**config.mk**
```make
export PLATFORM = sky130hd
export DESIGN_NAME = linear_fit_rls_estimator_flat
export DESIGN_NICKNAME = d
export VERILOG_FILES = /design/src/lfr_pkg.sv /design/src/lfr_if.sv /design/src/lfr_alu.sv /design/src/linear_fit_rls_estimator.sv /design/src/flat_wrapper.sv
export SDC_FILE = /design/constraint.sdc
export NUM_CORES = 2
export LEC_CHECK = 0
export BUFFER_PORTS_ARGS = -buffer_cell sky130_fd_sc_hd__buf_2
export CAP_MARGIN = 20
export CORE_MARGIN = 5
export CORE_UTILIZATION = 30
export DETAILED_ROUTE_END_ITERATION = 6
export PLACE_DENSITY = 0.45
export SLEW_MARGIN = 20
export SYNTH_ARGS = -nofsm -noshare
export SYNTH_HDL_FRONTEND = slang
export SYNTH_SLANG_ARGS = --single-unit
```
**constraint.sdc**
```tcl
create_clock -name i_clk -period 12.9 [get_ports i_clk]
set_input_delay 2.58 -clock i_clk [delete_from_list [all_inputs] [get_ports i_clk]]
set_output_delay 2.58 -clock i_clk [all_outputs]
set_load 0.05 [all_outputs]
```
**src/lfr_pkg.sv**
```systemverilog
`timescale 1ns / 1ps
`default_nettype none

package lfr_pkg;

    // Number format
    localparam int WORD_W = 32;
    localparam int FRAC_W = 16;
    localparam int PROD_W = 2 * WORD_W;
    localparam int QUO_W  = WORD_W + FRAC_W;
    localparam int CNT_W  = 6;
    localparam int PC_W   = 6;

    localparam logic signed [WORD_W-1:0] ONE_Q   = WORD_W'(1 << FRAC_W);
    localparam logic signed [WORD_W-1:0] TENTH_Q = WORD_W'(((1 << FRAC_W) + 5) / 10);

    // Commands
    localparam logic [1:0] CMD_UPDATE    = 2'd0;
    localparam logic [1:0] CMD_LOAD      = 2'd1;
    localparam logic [1:0] CMD_LOAD_RST  = 2'd2;

    // Shared unit operations
    localparam logic [2:0] OP_ADD = 3'd0;
    localparam logic [2:0] OP_SUB = 3'd1;
    localparam logic [2:0] OP_NEG = 3'd2;
    localparam logic [2:0] OP_MUL = 3'd3;
    localparam logic [2:0] OP_DIV = 3'd4;

    // Operand / destination codes; codes below 16 address scratch memory
    localparam logic [4:0] SRC_A    = 5'd16;
    localparam logic [4:0] SRC_B    = 5'd17;
    localparam logic [4:0] SRC_P00  = 5'd18;
    localparam logic [4:0] SRC_P01  = 5'd19;
    localparam logic [4:0] SRC_P10  = 5'd20;
    localparam logic [4:0] SRC_P11  = 5'd21;
    localparam logic [4:0] SRC_T    = 5'd22;
    localparam logic [4:0] SRC_Y    = 5'd23;
    localparam logic [4:0] SRC_R    = 5'd24;
    localparam logic [4:0] SRC_ONE  = 5'd25;
    localparam logic [4:0] SRC_E    = 5'd26;

    localparam logic [PC_W-1:0] LAST_PC = 6'd60;

    typedef struct packed {
        logic [1:0]               cmd;
        logic signed [WORD_W-1:0] abscissa;
        logic signed [WORD_W-1:0] measurement;
        logic [30:0]              noise_variance;
        logic signed [WORD_W-1:0] load_intercept;
        logic signed [WORD_W-1:0] load_slope;
    } t_in_word;

    typedef struct packed {
        logic signed [WORD_W-1:0] intercept;
        logic signed [WORD_W-1:0] slope;
        logic signed [WORD_W-1:0] residual;
        logic                     overflow;
    } t_out_word;

    typedef struct packed {
        logic                     start;
        logic [2:0]               op;
        logic signed [WORD_W-1:0] a;
        logic signed [WORD_W-1:0] b;
    } t_alu_req;

    typedef struct packed {
        logic                     done;
        logic signed [WORD_W-1:0] res;
        logic                     ov;
    } t_alu_rsp;

    typedef struct packed {
        logic [2:0] op;
        logic [4:0] sa;
        logic [4:0] sb;
        logic [4:0] dst;
    } t_uop;

    // Microprogram of one update: den, gains, residual, estimates, Joseph form
    function automatic t_uop f_uop(input logic [PC_W-1:0] pc);
        t_uop u;
        u = '{OP_ADD, SRC_A, SRC_A, 5'd0};
        case (pc)
            6'd0:  u = '{OP_MUL, SRC_P10, SRC_T,   5'd0};
            6'd1:  u = '{OP_ADD, SRC_P00, 5'd0,    5'd1};
            6'd2:  u = '{OP_MUL, SRC_P01, SRC_T,   5'd0};
            6'd3:  u = '{OP_ADD, 5'd1,    5'd0,    5'd1};
            6'd4:  u = '{OP_MUL, SRC_P11, SRC_T,   5'd0};
            6'd5:  u = '{OP_MUL, 5'd0,    SRC_T,   5'd0};
            6'd6:  u = '{OP_ADD, 5'd1,    5'd0,    5'd1};
            6'd7:  u = '{OP_ADD, 5'd1,    SRC_R,   5'd1};
            6'd8:  u = '{OP_MUL, SRC_P01, SRC_T,   5'd0};
            6'd9:  u = '{OP_ADD, SRC_P00, 5'd0,    5'd2};
            6'd10: u = '{OP_MUL, SRC_P11, SRC_T,   5'd0};
            6'd11: u = '{OP_ADD, SRC_P10, 5'd0,    5'd3};
            6'd12: u = '{OP_DIV, 5'd2,    5'd1,    5'd4};
            6'd13: u = '{OP_DIV, 5'd3,    5'd1,    5'd5};
            6'd14: u = '{OP_SUB, SRC_Y,   SRC_A,   5'd0};
            6'd15: u = '{OP_MUL, SRC_B,   SRC_T,   5'd2};
            6'd16: u = '{OP_SUB, 5'd0,    5'd2,    SRC_E};
            6'd17: u = '{OP_MUL, 5'd4,    SRC_E,   5'd0};
            6'd18: u = '{OP_ADD, SRC_A,   5'd0,    SRC_A};
            6'd19: u = '{OP_MUL, 5'd5,    SRC_E,   5'd0};
            6'd20: u = '{OP_ADD, SRC_B,   5'd0,    SRC_B};
            6'd21: u = '{OP_SUB, SRC_ONE, 5'd4,    5'd6};
            6'd22: u = '{OP_MUL, 5'd4,    SRC_T,   5'd0};
            6'd23: u = '{OP_NEG, 5'd0,    5'd0,    5'd7};
            6'd24: u = '{OP_NEG, 5'd5,    5'd5,    5'd8};
            6'd25: u = '{OP_MUL, 5'd5,    SRC_T,   5'd0};
            6'd26: u = '{OP_SUB, SRC_ONE, 5'd0,    5'd9};
            6'd27: u = '{OP_MUL, 5'd6,    SRC_P00, 5'd0};
            6'd28: u = '{OP_MUL, 5'd7,    SRC_P10, 5'd2};
            6'd29: u = '{OP_ADD, 5'd0,    5'd2,    5'd10};
            6'd30: u = '{OP_MUL, 5'd6,    SRC_P01, 5'd0};
            6'd31: u = '{OP_MUL, 5'd7,    SRC_P11, 5'd2};
            6'd32: u = '{OP_ADD, 5'd0,    5'd2,    5'd11};
            6'd33: u = '{OP_MUL, 5'd8,    SRC_P00, 5'd0};
            6'd34: u = '{OP_MUL, 5'd9,    SRC_P10, 5'd2};
            6'd35: u = '{OP_ADD, 5'd0,    5'd2,    5'd12};
            6'd36: u = '{OP_MUL, 5'd8,    SRC_P01, 5'd0};
            6'd37: u = '{OP_MUL, 5'd9,    SRC_P11, 5'd2};
            6'd38: u = '{OP_ADD, 5'd0,    5'd2,    5'd13};
            6'd39: u = '{OP_MUL, 5'd10,   5'd6,    5'd0};
            6'd40: u = '{OP_MUL, 5'd11,   5'd7,    5'd2};
            6'd41: u = '{OP_ADD, 5'd0,    5'd2,    5'd14};
            6'd42: u = '{OP_MUL, 5'd10,   5'd8,    5'd0};
            6'd43: u = '{OP_MUL, 5'd11,   5'd9,    5'd2};
            6'd44: u = '{OP_ADD, 5'd0,    5'd2,    5'd15};
            6'd45: u = '{OP_MUL, 5'd12,   5'd6,    5'd0};
            6'd46: u = '{OP_MUL, 5'd13,   5'd7,    5'd2};
            6'd47: u = '{OP_ADD, 5'd0,    5'd2,    5'd3};
            6'd48: u = '{OP_MUL, 5'd12,   5'd8,    5'd0};
            6'd49: u = '{OP_MUL, 5'd13,   5'd9,    5'd2};
            6'd50: u = '{OP_ADD, 5'd0,    5'd2,    5'd1};
            6'd51: u = '{OP_MUL, 5'd4,    5'd4,    5'd0};
            6'd52: u = '{OP_MUL, 5'd0,    SRC_R,   5'd6};
            6'd53: u = '{OP_MUL, 5'd5,    5'd4,    5'd0};
            6'd54: u = '{OP_MUL, 5'd0,    SRC_R,   5'd7};
            6'd55: u = '{OP_MUL, 5'd5,    5'd5,    5'd0};
            6'd56: u = '{OP_MUL, 5'd0,    SRC_R,   5'd8};
            6'd57: u = '{OP_ADD, 5'd14,   5'd6,    SRC_P00};
            6'd58: u = '{OP_ADD, 5'd15,   5'd7,    SRC_P01};
            6'd59: u = '{OP_ADD, 5'd3,    5'd7,    SRC_P10};
            6'd60: u = '{OP_ADD, 5'd1,    5'd8,    SRC_P11};
            default: u = '{OP_ADD, SRC_A, SRC_A, 5'd0};
        endcase
        return u;
    endfunction

endpackage

`default_nettype wire

```
**src/lfr_if.sv**
```systemverilog
`timescale 1ns / 1ps
`default_nettype none

// Input word channel
interface lfr_in_if;
    logic              valid;
    logic              ready;
    lfr_pkg::t_in_word data;
    modport source (output valid, output data, input ready);
    modport sink (input valid, input data, output ready);
endinterface

// Result word channel
interface lfr_out_if;
    logic               valid;
    logic               ready;
    lfr_pkg::t_out_word data;
    modport source (output valid, output data, input ready);
    modport sink (input valid, input data, output ready);
endinterface

`default_nettype wire

```
**src/lfr_alu.sv**
```systemverilog
`timescale 1ns / 1ps
`default_nettype none

// Shared saturating unit: add, sub and negate registered directly from the
// request, multiply through the A_MULS state, restoring divide bit-serially.
module lfr_alu (
    input  wire logic              i_clk,
    input  wire logic              i_rst_n,
    input  wire lfr_pkg::t_alu_req i_req,
    output lfr_pkg::t_alu_rsp      o_rsp
);
    import lfr_pkg::*;

    localparam logic [1:0] A_IDLE = 2'd0;
    localparam logic [1:0] A_MULS = 2'd1;
    localparam logic [1:0] A_DIV  = 2'd2;

    // {overflow, value} of a 33-bit sum clipped to the word
    function automatic logic [WORD_W:0] f_sat(input logic [WORD_W:0] v);
        logic [WORD_W:0] r;
        r = {1'b0, v[WORD_W-1:0]};
        if (v[WORD_W] != v[WORD_W-1]) begin
            r = {1'b1, v[WORD_W], {(WORD_W-1){~v[WORD_W]}}};
        end
        return r;
    endfunction

    // {overflow, value} of a signed magnitude clipped to the word
    function automatic logic [WORD_W:0] f_from_mag(input logic [QUO_W-1:0] m,
                                                   input logic neg);
        logic [WORD_W:0]  r;
        logic [QUO_W-1:0] lim;
        lim = neg ? (QUO_W'(1) << (WORD_W-1)) : ((QUO_W'(1) << (WORD_W-1)) - QUO_W'(1));
        if (m > lim) begin
            r = {1'b1, neg, {(WORD_W-1){~neg}}};
        end else if (neg) begin
            r = {1'b0, WORD_W'(0) - m[WORD_W-1:0]};
        end else begin
            r = {1'b0, m[WORD_W-1:0]};
        end
        return r;
    endfunction

    logic [1:0]          r_st;
    logic                r_done;
    logic [WORD_W-1:0]   r_res;
    logic                r_ov;
    logic [PROD_W-1:0]   r_prod;
    logic                r_neg;
    logic [QUO_W-1:0]    r_num;
    logic [WORD_W-1:0]   r_den;
    logic [WORD_W:0]     r_rem;
    logic [QUO_W-1:0]    r_quo;
    logic [CNT_W-1:0]    r_cnt;

    logic [WORD_W-1:0]   w_mag_a, w_mag_b;
    logic [WORD_W:0]     w_sum, w_dif, w_neg;
    logic [WORD_W:0]     w_rem_sh, w_rem_nx;
    logic                w_ge;
    logic [QUO_W-1:0]    w_quo_nx;

    // Operand magnitudes and single-cycle results
    always_comb begin
        w_mag_a = i_req.a[WORD_W-1] ? (WORD_W'(0) - i_req.a) : i_req.a;
        w_mag_b = i_req.b[WORD_W-1] ? (WORD_W'(0) - i_req.b) : i_req.b;
        w_sum   = f_sat({i_req.a[WORD_W-1], i_req.a} + {i_req.b[WORD_W-1], i_req.b});
        w_dif   = f_sat({i_req.a[WORD_W-1], i_req.a} - {i_req.b[WORD_W-1], i_req.b});
        w_neg   = f_sat((WORD_W+1)'(0) - {i_req.a[WORD_W-1], i_req.a});
    end

    // Restoring divide step
    always_comb begin
        w_rem_sh = {r_rem[WORD_W-1:0], r_num[QUO_W-1]};
        w_ge     = (w_rem_sh >= {1'b0, r_den});
        w_rem_nx = w_ge ? (w_rem_sh - {1'b0, r_den}) : w_rem_sh;
        w_quo_nx = {r_quo[QUO_W-2:0], w_ge};
    end

    always_ff @(posedge i_clk) begin
        if (!i_rst_n) begin
            r_st   <= A_IDLE;
            r_done <= 1'b0;
        end else begin
            r_done <= 1'b0;
            unique case (r_st)
                A_IDLE: begin
                    if (i_req.start) begin
                        r_neg <= i_req.a[WORD_W-1] ^ i_req.b[WORD_W-1];
                        case (i_req.op)
                            OP_ADD: begin
                                {r_ov, r_res} <= w_sum;
                                r_done        <= 1'b1;
                            end
                            OP_SUB: begin
                                {r_ov, r_res} <= w_dif;
                                r_done        <= 1'b1;
                            end
                            OP_NEG: begin
                                {r_ov, r_res} <= w_neg;
                                r_done        <= 1'b1;
                            end
                            OP_MUL: begin
                                r_prod <= {{WORD_W{1'b0}}, w_mag_a} * {{WORD_W{1'b0}}, w_mag_b};
                                r_st   <= A_MULS;
                            end
                            OP_DIV: begin
                                if (i_req.b == '0) begin
                                    // zero denominator: gain is zero, flag it
                                    r_res  <= '0;
                                    r_ov   <= 1'b1;
                                    r_done <= 1'b1;
                                end else begin
                                    r_num <= {w_mag_a, {FRAC_W{1'b0}}};
                                    r_den <= w_mag_b;
                                    r_rem <= '0;
                                    r_quo <= '0;
                                    r_cnt <= CNT_W'(QUO_W - 1);
                                    r_st  <= A_DIV;
                                end
                            end
                            default: begin
                                r_res  <= '0;
                                r_ov   <= 1'b0;
                                r_done <= 1'b1;
                            end
                        endcase
                    end
                end
                A_MULS: begin
                    {r_ov, r_res} <= f_from_mag(r_prod[PROD_W-1:FRAC_W], r_neg);
                    r_done        <= 1'b1;
                    r_st          <= A_IDLE;
                end
                A_DIV: begin
                    r_rem <= w_rem_nx;
                    r_quo <= w_quo_nx;
                    r_num <= {r_num[QUO_W-2:0], 1'b0};
                    r_cnt <= r_cnt - CNT_W'(1);
                    if (r_cnt == '0) begin
                        {r_ov, r_res} <= f_from_mag(w_quo_nx, r_neg);
                        r_done        <= 1'b1;
                        r_st          <= A_IDLE;
                    end
                end
                default: r_st <= A_IDLE;
            endcase
        end
    end

    assign o_rsp = '{r_done, r_res, r_ov};

    a_start_idle: assert property (@(posedge i_clk) disable iff (!i_rst_n)
        i_req.start |-> r_st == A_IDLE)
        else $error("unit started while busy");
    a_div_len: assert property (@(posedge i_clk) disable iff (!i_rst_n)
        (r_st == A_DIV && r_cnt != '0) |=> (r_st == A_DIV && !r_done))
        else $error("divide ended early");
    a_mul_two: assert property (@(posedge i_clk) disable iff (!i_rst_n)
        (r_st == A_MULS) |=> (r_done && r_st == A_IDLE))
        else $error("multiply did not finish in two cycles");

endmodule

`default_nettype wire

```
**src/linear_fit_rls_estimator.sv**
```systemverilog
`timescale 1ns / 1ps
`default_nettype none

// Two-parameter recursive least-squares line fit, y = a + b*t, Q16.16.
// Input channel i_upd carries one word per command: update (t, y, R),
// load estimates, or load estimates and reset the covariance. The output
// channel o_res returns one word per input word: intercept, slope,
// residual (zero for loads) and an overflow flag for any saturation or a
// zero denominator.
// An update runs a 61-step microprogram through one shared unit; each step
// reads its operands (S_RD), issues (S_EX) and waits for the unit (S_WAIT),
// and each of the two divides produces one quotient bit per cycle. A load
// goes straight to S_DONE. The block accepts one word at a time and is not
// ready while a word is in progress.
// Results sit in an output register; if the receiver stalls, a finished
// word waits there and the next word may already be accepted and worked,
// holding its own result until the register frees.
// Synchronous reset clears the estimates to zero, sets the covariance to
// 1.0, 0.1, 0.1, 0.1 and empties the output register.
module linear_fit_rls_estimator (
    input  wire logic  i_clk,
    input  wire logic  i_rst_n,
    lfr_in_if.sink     i_upd,
    lfr_out_if.source  o_res
);
    import lfr_pkg::*;

    localparam logic [2:0] S_IDLE = 3'd0;
    localparam logic [2:0] S_RD   = 3'd1;
    localparam logic [2:0] S_EX   = 3'd2;
    localparam logic [2:0] S_WAIT = 3'd3;
    localparam logic [2:0] S_DONE = 3'd4;

    logic [2:0]               r_state;
    logic [PC_W-1:0]          r_pc;
    logic signed [WORD_W-1:0] r_a, r_b, r_p00, r_p01, r_p10, r_p11;
    logic signed [WORD_W-1:0] r_t, r_y, r_r, r_e;
    logic                     r_ov;
    logic [WORD_W-1:0]        r_rda, r_rdb;
    logic [WORD_W-1:0]        r_mem [16];
    logic                     r_out_valid;
    t_out_word                r_out;

    t_uop                     w_uop;
    logic signed [WORD_W-1:0] w_opa, w_opb;
    t_alu_req                 w_req;
    t_alu_rsp                 w_rsp;
    logic                     w_acc;
    logic                     w_out_free;

    assign w_uop      = f_uop(r_pc);
    assign w_acc      = i_upd.valid && i_upd.ready;
    assign w_out_free = !r_out_valid || o_res.ready;

    // Operand select: scratch memory or named register
    always_comb begin
        case (w_uop.sa)
            SRC_A:   w_opa = r_a;
            SRC_B:   w_opa = r_b;
            SRC_P00: w_opa = r_p00;
            SRC_P01: w_opa = r_p01;
            SRC_P10: w_opa = r_p10;
            SRC_P11: w_opa = r_p11;
            SRC_T:   w_opa = r_t;
            SRC_Y:   w_opa = r_y;
            SRC_R:   w_opa = r_r;
            SRC_ONE: w_opa = ONE_Q;
            SRC_E:   w_opa = r_e;
            default: w_opa = r_rda;
        endcase
        case (w_uop.sb)
            SRC_A:   w_opb = r_a;
            SRC_B:   w_opb = r_b;
            SRC_P00: w_opb = r_p00;
            SRC_P01: w_opb = r_p01;
            SRC_P10: w_opb = r_p10;
            SRC_P11: w_opb = r_p11;
            SRC_T:   w_opb = r_t;
            SRC_Y:   w_opb = r_y;
            SRC_R:   w_opb = r_r;
            SRC_ONE: w_opb = ONE_Q;
            SRC_E:   w_opb = r_e;
            default: w_opb = r_rdb;
        endcase
    end

    assign w_req = '{(r_state == S_EX), w_uop.op, w_opa, w_opb};

    lfr_alu u_alu (
        .i_clk   (i_clk),
        .i_rst_n (i_rst_n),
        .i_req   (w_req),
        .o_rsp   (w_rsp)
    );

    // Scratch memory: one write port, two registered read ports
    always_ff @(posedge i_clk) begin
        if (r_state == S_WAIT && w_rsp.done && !w_uop.dst[4]) begin
            r_mem[w_uop.dst[3:0]] <= w_rsp.res;
        end
        r_rda <= r_mem[w_uop.sa[3:0]];
        r_rdb <= r_mem[w_uop.sb[3:0]];
    end

    // Sequencer and state registers
    always_ff @(posedge i_clk) begin
        if (!i_rst_n) begin
            r_state     <= S_IDLE;
            r_pc        <= '0;
            r_a         <= '0;
            r_b         <= '0;
            r_p00       <= ONE_Q;
            r_p01       <= TENTH_Q;
            r_p10       <= TENTH_Q;
            r_p11       <= TENTH_Q;
            r_e         <= '0;
            r_ov        <= 1'b0;
            r_out_valid <= 1'b0;
        end else begin
            if (o_res.ready) begin
                r_out_valid <= 1'b0;
            end
            unique case (r_state)
                S_IDLE: begin
                    if (w_acc) begin
                        r_e  <= '0;
                        r_ov <= 1'b0;
                        r_pc <= '0;
                        r_t  <= i_upd.data.abscissa;
                        r_y  <= i_upd.data.measurement;
                        r_r  <= {1'b0, i_upd.data.noise_variance};
                        r_state <= S_DONE;
                        case (i_upd.data.cmd)
                            CMD_UPDATE: r_state <= S_RD;
                            CMD_LOAD: begin
                                r_a <= i_upd.data.load_intercept;
                                r_b <= i_upd.data.load_slope;
                            end
                            CMD_LOAD_RST: begin
                                r_a   <= i_upd.data.load_intercept;
                                r_b   <= i_upd.data.load_slope;
                                r_p00 <= ONE_Q;
                                r_p01 <= TENTH_Q;
                                r_p10 <= TENTH_Q;
                                r_p11 <= TENTH_Q;
                            end
                            default: ;
                        endcase
                    end
                end
                S_RD: r_state <= S_EX;
                S_EX: r_state <= S_WAIT;
                S_WAIT: begin
                    if (w_rsp.done) begin
                        r_ov <= r_ov | w_rsp.ov;
                        case (w_uop.dst)
                            SRC_A:   r_a   <= w_rsp.res;
                            SRC_B:   r_b   <= w_rsp.res;
                            SRC_P00: r_p00 <= w_rsp.res;
                            SRC_P01: r_p01 <= w_rsp.res;
                            SRC_P10: r_p10 <= w_rsp.res;
                            SRC_P11: r_p11 <= w_rsp.res;
                            SRC_E:   r_e   <= w_rsp.res;
                            default: ;
                        endcase
                        if (r_pc == LAST_PC) begin
                            r_state <= S_DONE;
                        end else begin
                            r_pc    <= r_pc + PC_W'(1);
                            r_state <= S_RD;
                        end
                    end
                end
                S_DONE: begin
                    if (w_out_free) begin
                        r_out       <= '{r_a, r_b, r_e, r_ov};
                        r_out_valid <= 1'b1;
                        r_state     <= S_IDLE;
                    end
                end
                default: r_state <= S_IDLE;
            endcase
        end
    end

    assign i_upd.ready = (r_state == S_IDLE);
    assign o_res.valid = r_out_valid;
    assign o_res.data  = r_out;

    a_rsp_in_wait: assert property (@(posedge i_clk) disable iff (!i_rst_n)
        w_rsp.done |-> r_state == S_WAIT)
        else $error("unit result outside wait step");
    a_pc_range: assert property (@(posedge i_clk) disable iff (!i_rst_n)
        r_pc <= LAST_PC)
        else $error("microprogram counter out of range");
    a_hold_done: assert property (@(posedge i_clk) disable iff (!i_rst_n)
        (r_state == S_DONE && r_out_valid && !o_res.ready) |=> r_state == S_DONE)
        else $error("result overwrote a stalled word");
    a_load_resid: assert property (@(posedge i_clk) disable iff (!i_rst_n)
        (w_acc && i_upd.data.cmd != CMD_UPDATE) |=> (r_e == '0 && r_state == S_DONE))
        else $error("load word left a residual");

endmodule

`default_nettype wire
```
**src/flat_wrapper.sv**
```systemverilog
// flat-port wrapper written by rule: the top's interface ports become plain ports
module linear_fit_rls_estimator_flat import lfr_pkg::*;
  (i_clk, i_rst_n, i_upd_valid, i_upd_data, i_upd_ready, o_res_valid, o_res_data, o_res_ready);
  lfr_in_if i_upd_i ();
  lfr_out_if o_res_i ();
  input  wire logic i_clk;
  input  wire logic i_rst_n;
  input wire logic [$bits(i_upd_i.valid)-1:0] i_upd_valid;
  input wire logic [$bits(i_upd_i.data)-1:0] i_upd_data;
  output wire logic [$bits(i_upd_i.ready)-1:0] i_upd_ready;
  output wire logic [$bits(o_res_i.valid)-1:0] o_res_valid;
  output wire logic [$bits(o_res_i.data)-1:0] o_res_data;
  input wire logic [$bits(o_res_i.ready)-1:0] o_res_ready;
  assign i_upd_i.valid = i_upd_valid;
  assign i_upd_i.data = i_upd_data;
  assign i_upd_ready = i_upd_i.ready;
  assign o_res_valid = o_res_i.valid;
  assign o_res_data = o_res_i.data;
  assign o_res_i.ready = o_res_ready;
  linear_fit_rls_estimator u_core (.i_clk(i_clk), .i_rst_n(i_rst_n), .i_upd(i_upd_i), .o_res(o_res_i));
endmodule
```
# Yosys cells after proc, flatten, opt, wreduce, memory -nomap -nowiden
# Memory sizes are Yosys's and may differ from the RTL's. A register that Yosys moved wholly into a read port is not among the register bits.
# Cells that the tools add are included.
[totals] memories=2 romBits=1152 ff_bits=693 inputBits=165 mem_bits_rw=512
[mem_list] memory="(no name shown)" depth=64 word_bits=18 read_ports=1 rd_ports_with_merged_regs=1 write_ports=0 line_no="lfr_pkg.sv:84" text="case (pc)"
[mem_list] memory="u_core.r_mem" depth=16 word_bits=32 read_ports=2 rd_ports_with_merged_regs=2 write_ports=1 line_no="linear_fit_rls_estimator.sv:40" text="logic [WORD_W-1:0] r_mem [16];"
[classes] n_eq_ne=66 add_sub_neg=10 muxes=99 bitwise=7 n_lt_le_gt_ge=3 n_reduce_logical=34 multipliers=1
[op_table] operator="$mux W32" count=35
[op_table] operator="$pmux W32 S11" count=2
[op_table] operator="$pmux W32 S2" count=8
[op_table] operator="$mux W33" count=5
[op_table] operator="$pmux W32 S5" count=1
[op_table] operator="$eq A5 B5 Y1 const B" count=29
[op_table] operator="$mux W48" count=3
[op_table] operator="$mux W47" count=3
[op_table] operator="$sub A1 B32 Y32 const A" count=4
[op_table] operator="$pmux W32 S3" count=1
[op_table] operator="$pmux W48 S2" count=1
[op_table] operator="$pmux W47 S2" count=1
[op_table] operator="$mul A32 B32 Y64" count=1
[op_table] operator="$gt A48 B32 Y1" count=1
[op_table] operator="$gt A48 B48 Y1" count=1
[op_table] operator="$mux W6" count=8
[op_table] operator="$reduce_and A5 Y1" count=8
[op_table] operator="$add A32 B32 Y33" count=1
[op_table] operator="$ge A33 B32 Y1" count=1
[op_table] operator="$sub A1 B32 Y33 const A" count=1
[op_table] operator="$sub A32 B32 Y33" count=1
[op_table] operator="$logic_not A32 Y1" count=1
[op_table] operator="$ne A2 B2 Y1 const B" count=16
[op_table] operator="$sub A32 B32 Y32" count=1
[op_table] operator="other kinds (36)" count=86

# Logic depth before layout (Yosys ltp)
[logic_depth] depth_word=8 ltp_mapped=44 mapped_depth_nobuf=39

# Modules after synthesis
# Synthesis repeated with hierarchy kept, for this count alone.
[hier_totals] cells_unflattened=9019 hier_area_um2=96223.5
[by_module_without_submodules] module="lfr_alu" instances=1 cells_per_inst=5958 seq_area_each_um2=6996.7 area_each_um2=51757.1
[by_module_without_submodules] module="linear_fit_rls_estimator" instances=1 cells_per_inst=3061 seq_area_each_um2=27486.4 area_each_um2=44466.4

# Worst setup path after synthesis
# OpenSTA, ideal clock, no wires.
[synth_timing] kind="register -> register" from="register, netlist name u_core.w_uop[14]" to="register u_core.u_alu.r_prod[56] (data pin)" n_path_buf=4 required_ns=12.627 arrival_ns=10.047 slack_ns=2.580 path_stages_with_launch=42 cell_sequence="dfxtp_1 > buf_2 > nor3b_1 > buf_2 > a21boi_0 > a2111oi_0 > a31oi_1 > inv_2 > clkbuf_1 > ha_1 > nand3_1 > nor3_1 > nand2_1 > nor3_1 > nor2_1 > xnor2_2 > buf_2 > nor2_1 > (+6 left out) > fa_1 > inv_1 > fa_1 > fa_1 > fa_1 > fa_1 > ha_1 > a21o_1 > a21oi_1 > o21bai_1 > a221o_1 > a21oi_1 > o21a_1 > o21ai_0 > a221oi_1 > a311oi_1 > a2111oi_0 > a211oi_1"
[synth_via] elab_chain_cells=5 elab_cells_between_ends=15
[synth_lines] item="$eq A5 B5 Y1" line_no="linear_fit_rls_estimator.sv:57" text="case (w_uop.sa)"
[synth_lines] item="$pmux W32 S11 *" line_no="linear_fit_rls_estimator.sv:57"
[synth_lines] item="$sub A1 B32 Y32" line_no="lfr_alu.sv:64" text="w_mag_a = i_req.a[WORD_W-1] ? (WORD_W'(0) - i_req.a) : i_req.a;"
[synth_lines] item="$mux W32 *" line_no="lfr_alu.sv:64"
[synth_lines] item="$mul A32 B32 Y64 *" line_no="lfr_alu.sv:103" text="r_prod <= {{WORD_W{1'b0}}, w_mag_a} * {{WORD_W{1'b0}}, w_mag_b};"
[synth_lines] item="to (signal assigned)" line_no="lfr_alu.sv:103"
[synth_lines] item="to (decl)" line_no="lfr_alu.sv:48" text="logic [PROD_W-1:0] r_prod;"
# Mark *: on every way between the ends. The rest lies on a longest branch, timed or not.
# A chain may end at the register's enable or synchronous reset.

# Worst setup path after layout
[layout_timing] from="register, netlist name u_core.w_uop[6]" to="register u_core.u_alu.r_prod[56] (data pin)"
[layout_via] elab_chain_cells=5 elab_cells_between_ends=15
[layout_lines] item="$eq A5 B5 Y1" line_no="linear_fit_rls_estimator.sv:71" text="case (w_uop.sb)"
[layout_lines] item="$pmux W32 S11 *" line_no="linear_fit_rls_estimator.sv:71"
[layout_lines] item="$sub A1 B32 Y32" line_no="lfr_alu.sv:65" text="w_mag_b = i_req.b[WORD_W-1] ? (WORD_W'(0) - i_req.b) : i_req.b;"
[layout_lines] item="$mux W32 *" line_no="lfr_alu.sv:65"
[layout_lines] item="$mul A32 B32 Y64 *" line_no="lfr_alu.sv:103"
# Marked as above.

==> impl_metrics.tcl <==
set metrics [dict create \
    post_dp_cell_area_mm2 0.108 \
    vias_per_cell 5.65 \
    detail_route.first_pass.iterations 6 \
    grt_pass1_wl_um 638000 \
    min_from "u_core.r_b[28]" \
    p_switching_w 0.0139 \
    synth_area_leaders "edfxtp_1, fa_1, mux4_2" \
    slew_headroom 0.188 \
    dieWidth_um 584 \
    finalClockSkew_ns 0.107 \
    status "complete, no violations" \
    syn_inst 9507 \
    synth_area_leader_cell "edfxtp_1" \
    synth_compound_area_frac 0.101 \
    synth_fp_nets 11000 \
    period_minus_slack_ns 12.69 \
    slowest_delay_ns 0.80 \
    post-place-ws_ns 0.423 \
    crit_path_start_kind "flip-flop" \
    antenna_found_initial 85 \
    cp.arrival_ns 13.31 \
    p_comb_frac 0.639 \
    pwr-share-clk 0.167 \
    netlist.area_leader.share 0.284 \
    r2r_cells 34 \
    ctsHtreeMaxLevel 4 \
    core_mm2 0.328 \
    hold_violations 0 \
    pwr-share-seq 0.193 \
    reg2reg_slack_ns 0.21 \
    p_int_w 0.0135 \
    powerDensity_mw_per_mm2 243 \
    clock_sinks 1255 \
    grt.overflow.total 0 \
    gp_congestion 1.00 \
    critical_path.most_common_cell "fa_1" \
    max_cap_violations 0 \
    worstPathRequired_ns 13.53 \
    r2r_end "u_core.u_alu.r_prod[56]" \
    slew_viol_final 0 \
    routed_wl_um 458000 \
    io_pins 264 \
    synth-simple-area-share 0.140 \
    crit_type "reg2reg" \
    ys_top_cells_by_count "nor2_1, inv_1, edfxtp_1" \
    yosys_register_bits 1255 \
    synth_xor_xnor_area_share 0.0239 \
    port_buffers 263 \
    ctsLongestPathBuffers 4 \
    synth_top_family_by_area "adder cells" \
    synthAdderAreaFrac 0.238 \
    min_path_type "reg2reg" \
    post_drt_wl_per_cell_um 32.2 \
    min_path_cells 0 \
    hold_path_end "u_core.o_res.data[61]" \
    fin_crit_sh 0.984 \
    worstSkewPairLatency_ns 0.86 \
    ir_drop_uv 690 \
    initial_utilization 0.302 \
    netlist_area_mm2 0.0990 \
    area_growth_pct 14.1 \
    ant_nets 0 \
    die_y_um 584 \
    synth.avg_cell_area_um2 10.4 \
    worst_slack_ns 0.213 \
    fin_setup_tns_ns 0 \
    fmax_mhz 78.8 \
    cp_slowest_cell "xnor2_2" \
    fin_nets 11300 \
    whs_ns 0.474 \
    fill_cells 33000 \
    synth-edff-count 935 \
    p_leak_nw 45.4 \
    hpwlAfterDp_um 346000 \
    vias 80500 \
    synth.yosys.warnings 0 \
    synthFlopType "edfxtp_1" \
    rows 210 \
    ys_seq_area_frac 0.348 \
    r2r-start "u_core.w_uop[6]" \
    path_max_fanout 28 \
    endpoint_kind "flip-flop" \
    ys_async_sr_fraction 0 \
    clk_pin_slew_ns 0.06 \
    muxShareOfSynthArea 0.0822 \
    synth_most_common_cell "nor2_1" \
    grt_start_max_net_pins 137 \
    switching_share 0.508 \
    grt_pass1_vias 80000 \
    drcViolationCount 0 \
    ctsRootBufferMaster "clkbuf_16" \
    die_area_mm2 0.341 \
    worstMarginPinSlew_ns 1.22 \
    post_cts_buffers 0 \
    tritoncts "yes" \
    finalSetupViolations 0 \
    grt_usage 0.262 \
    layout-drive-gt1-share 0.154 \
    design_area_mm2 0.113 \
    grt_setup_unrepaired "false" \
    cts_buffers 156 \
    synthDistinctLibCells 118 \
    drt-initial-drc-count 9879 \
]
## cells by family (layout without fill, tap and decap cells)
group | count (synthesis) | in the layout
AOI/OAI and AO/OA | 1478 | 1478
other | 0 | 25
adders and majority gates | 1343 | 1343
muxes | 406 | 406
and+or+nand+nor | 3064 | 3065
DFF | 1255 | 1255
buffers and inverters | 1702 | 2062
xor gates and xnor gates | 259 | 259
## critical path: cells and delay by family (launching register included)
family | cells | cell delay (ns)
AND/OR/NAND/NOR | 9 | 2.72
flip-flops | 1 | 0.69
buffers and inverters | 6 | 0.77
adder cells (fa/ha/maj) | 9 | 4.49
AO/OA/AOI/OAI | 9 | 2.99
XOR/XNOR | 1 | 0.80
## final cells by class
class / count / area [µm²] / share of cell area
clock inverter: 67 / 845 / 0.00748
timing repair buffer: 653 / 4460 / 0.0395
clock buffer: 216 / 4440 / 0.0393
inverter: 1126 / 4240 / 0.0375
sequential: 1255 / 34500 / 0.306
tap: 4346 / 5440 / 0.0481
antenna: 25 / 62.6 / 0.000554
multi-input combinational: 6551 / 58900 / 0.522
## worst max path at each step
stage / slack (ns) / endpoint / cells after the start / start
after floorplan: 2.58 / u_core.u_alu.r_prod[56] / 41 / u_core.w_uop[14]
after global placement: 0.07 / u_core.u_alu.r_prod[45] / 37 / u_core.w_uop[12]
after detailed placement: 0.42 / u_core.u_alu.r_prod[45] / 38 / u_core.w_uop[12]
after CTS: 0.41 / u_core.u_alu.r_prod[45] / 38 / u_core.w_uop[12]
after global routing: 0.05 / u_core.u_alu.r_prod[56] / 35 / u_core.w_uop[14]
final: 0.21 / u_core.u_alu.r_prod[56] / 34 / u_core.w_uop[6]
## per-layer routing
metal,part of all wire,up-vias,GRT usage
li1,-,33400,-
met1,0.44,42100,0.380
met2,0.42,4178,0.383
met3,0.10,742,0.0693
met4,0.035,44,0.0756
met5,0.00091,-,0.00364
## stage by stage
step                      cells  power, W  utilization
after floorplan            9507    0.0149            -
after global placement    13900    0.0227        0.327
after detailed placement  13900    0.0224        0.328
after CTS                 14200    0.0273        0.344
after global routing      14200    0.0290        0.344
final                     14200    0.0274        0.344
## sequential cells by signal (all words and copies together) (netlist names), 31 cells and up
signal,cells
u_core.r_e,32
u_core.r_p00,32
u_core.u_alu.r_num,32
u_core.r_p11,32
u_core.o_res.data,97
u_core.r_r,31
u_core.r_mem,512
u_core.r_a,32
u_core.u_alu.r_den,32
u_core.u_alu.r_res,32
u_core.r_rda,32
u_core.r_y,32
u_core.u_alu.r_quo,47
u_core.r_b,32
u_core.u_alu.r_rem,32
u_core.r_p01,32
u_core.r_t,32
u_core.u_alu.r_prod,48
u_core.r_p10,32
u_core.r_rdb,32
## what timing repair did
item	CTS	global route
endpoints found under the setup margin	0	1
hold buffers	0	0
gates resized for setup	0	1
## power by group through the flow
stage	Sequential (W)	Clock (W)	Combinational (W)
2_1_floorplan	0.00526	0	0.00967
3_3_place_gp	0.00538	0	0.0173
3_5_place_dp	0.00539	0	0.0170
4_1_cts	0.00530	0.00468	0.0173
5_1_grt	0.00530	0.00484	0.0189
6_report	0.00530	0.00459	0.0175
## layout by cell type (no fill, tap or decap), drive strengths merged, types with 43 or more instances in the layout
cell / netlist / routed
fa: 898 / 898
dfxtp: 320 / 320
nor4: 43 / 43
ha: 445 / 445
nand2: 892 / 892
a21o: 97 / 97
clkbuf: 415 / 216
edfxtp: 935 / 935
nand3: 263 / 263
xnor2: 209 / 209
mux2: 44 / 44
a22oi: 72 / 72
a21oi: 412 / 412
inv: 1109 / 1119
nor2: 1171 / 1171
buf: 161 / 653
clkinv: 17 / 55
mux4: 321 / 321
o211ai: 59 / 59
nor2b: 44 / 45
and3: 135 / 135
a311oi: 75 / 75
a31oi: 70 / 70
nand4: 114 / 114
and2: 117 / 117
xor2: 50 / 50
nor3: 103 / 103
o21ai: 273 / 273
(Power assumes the default switching activity.)
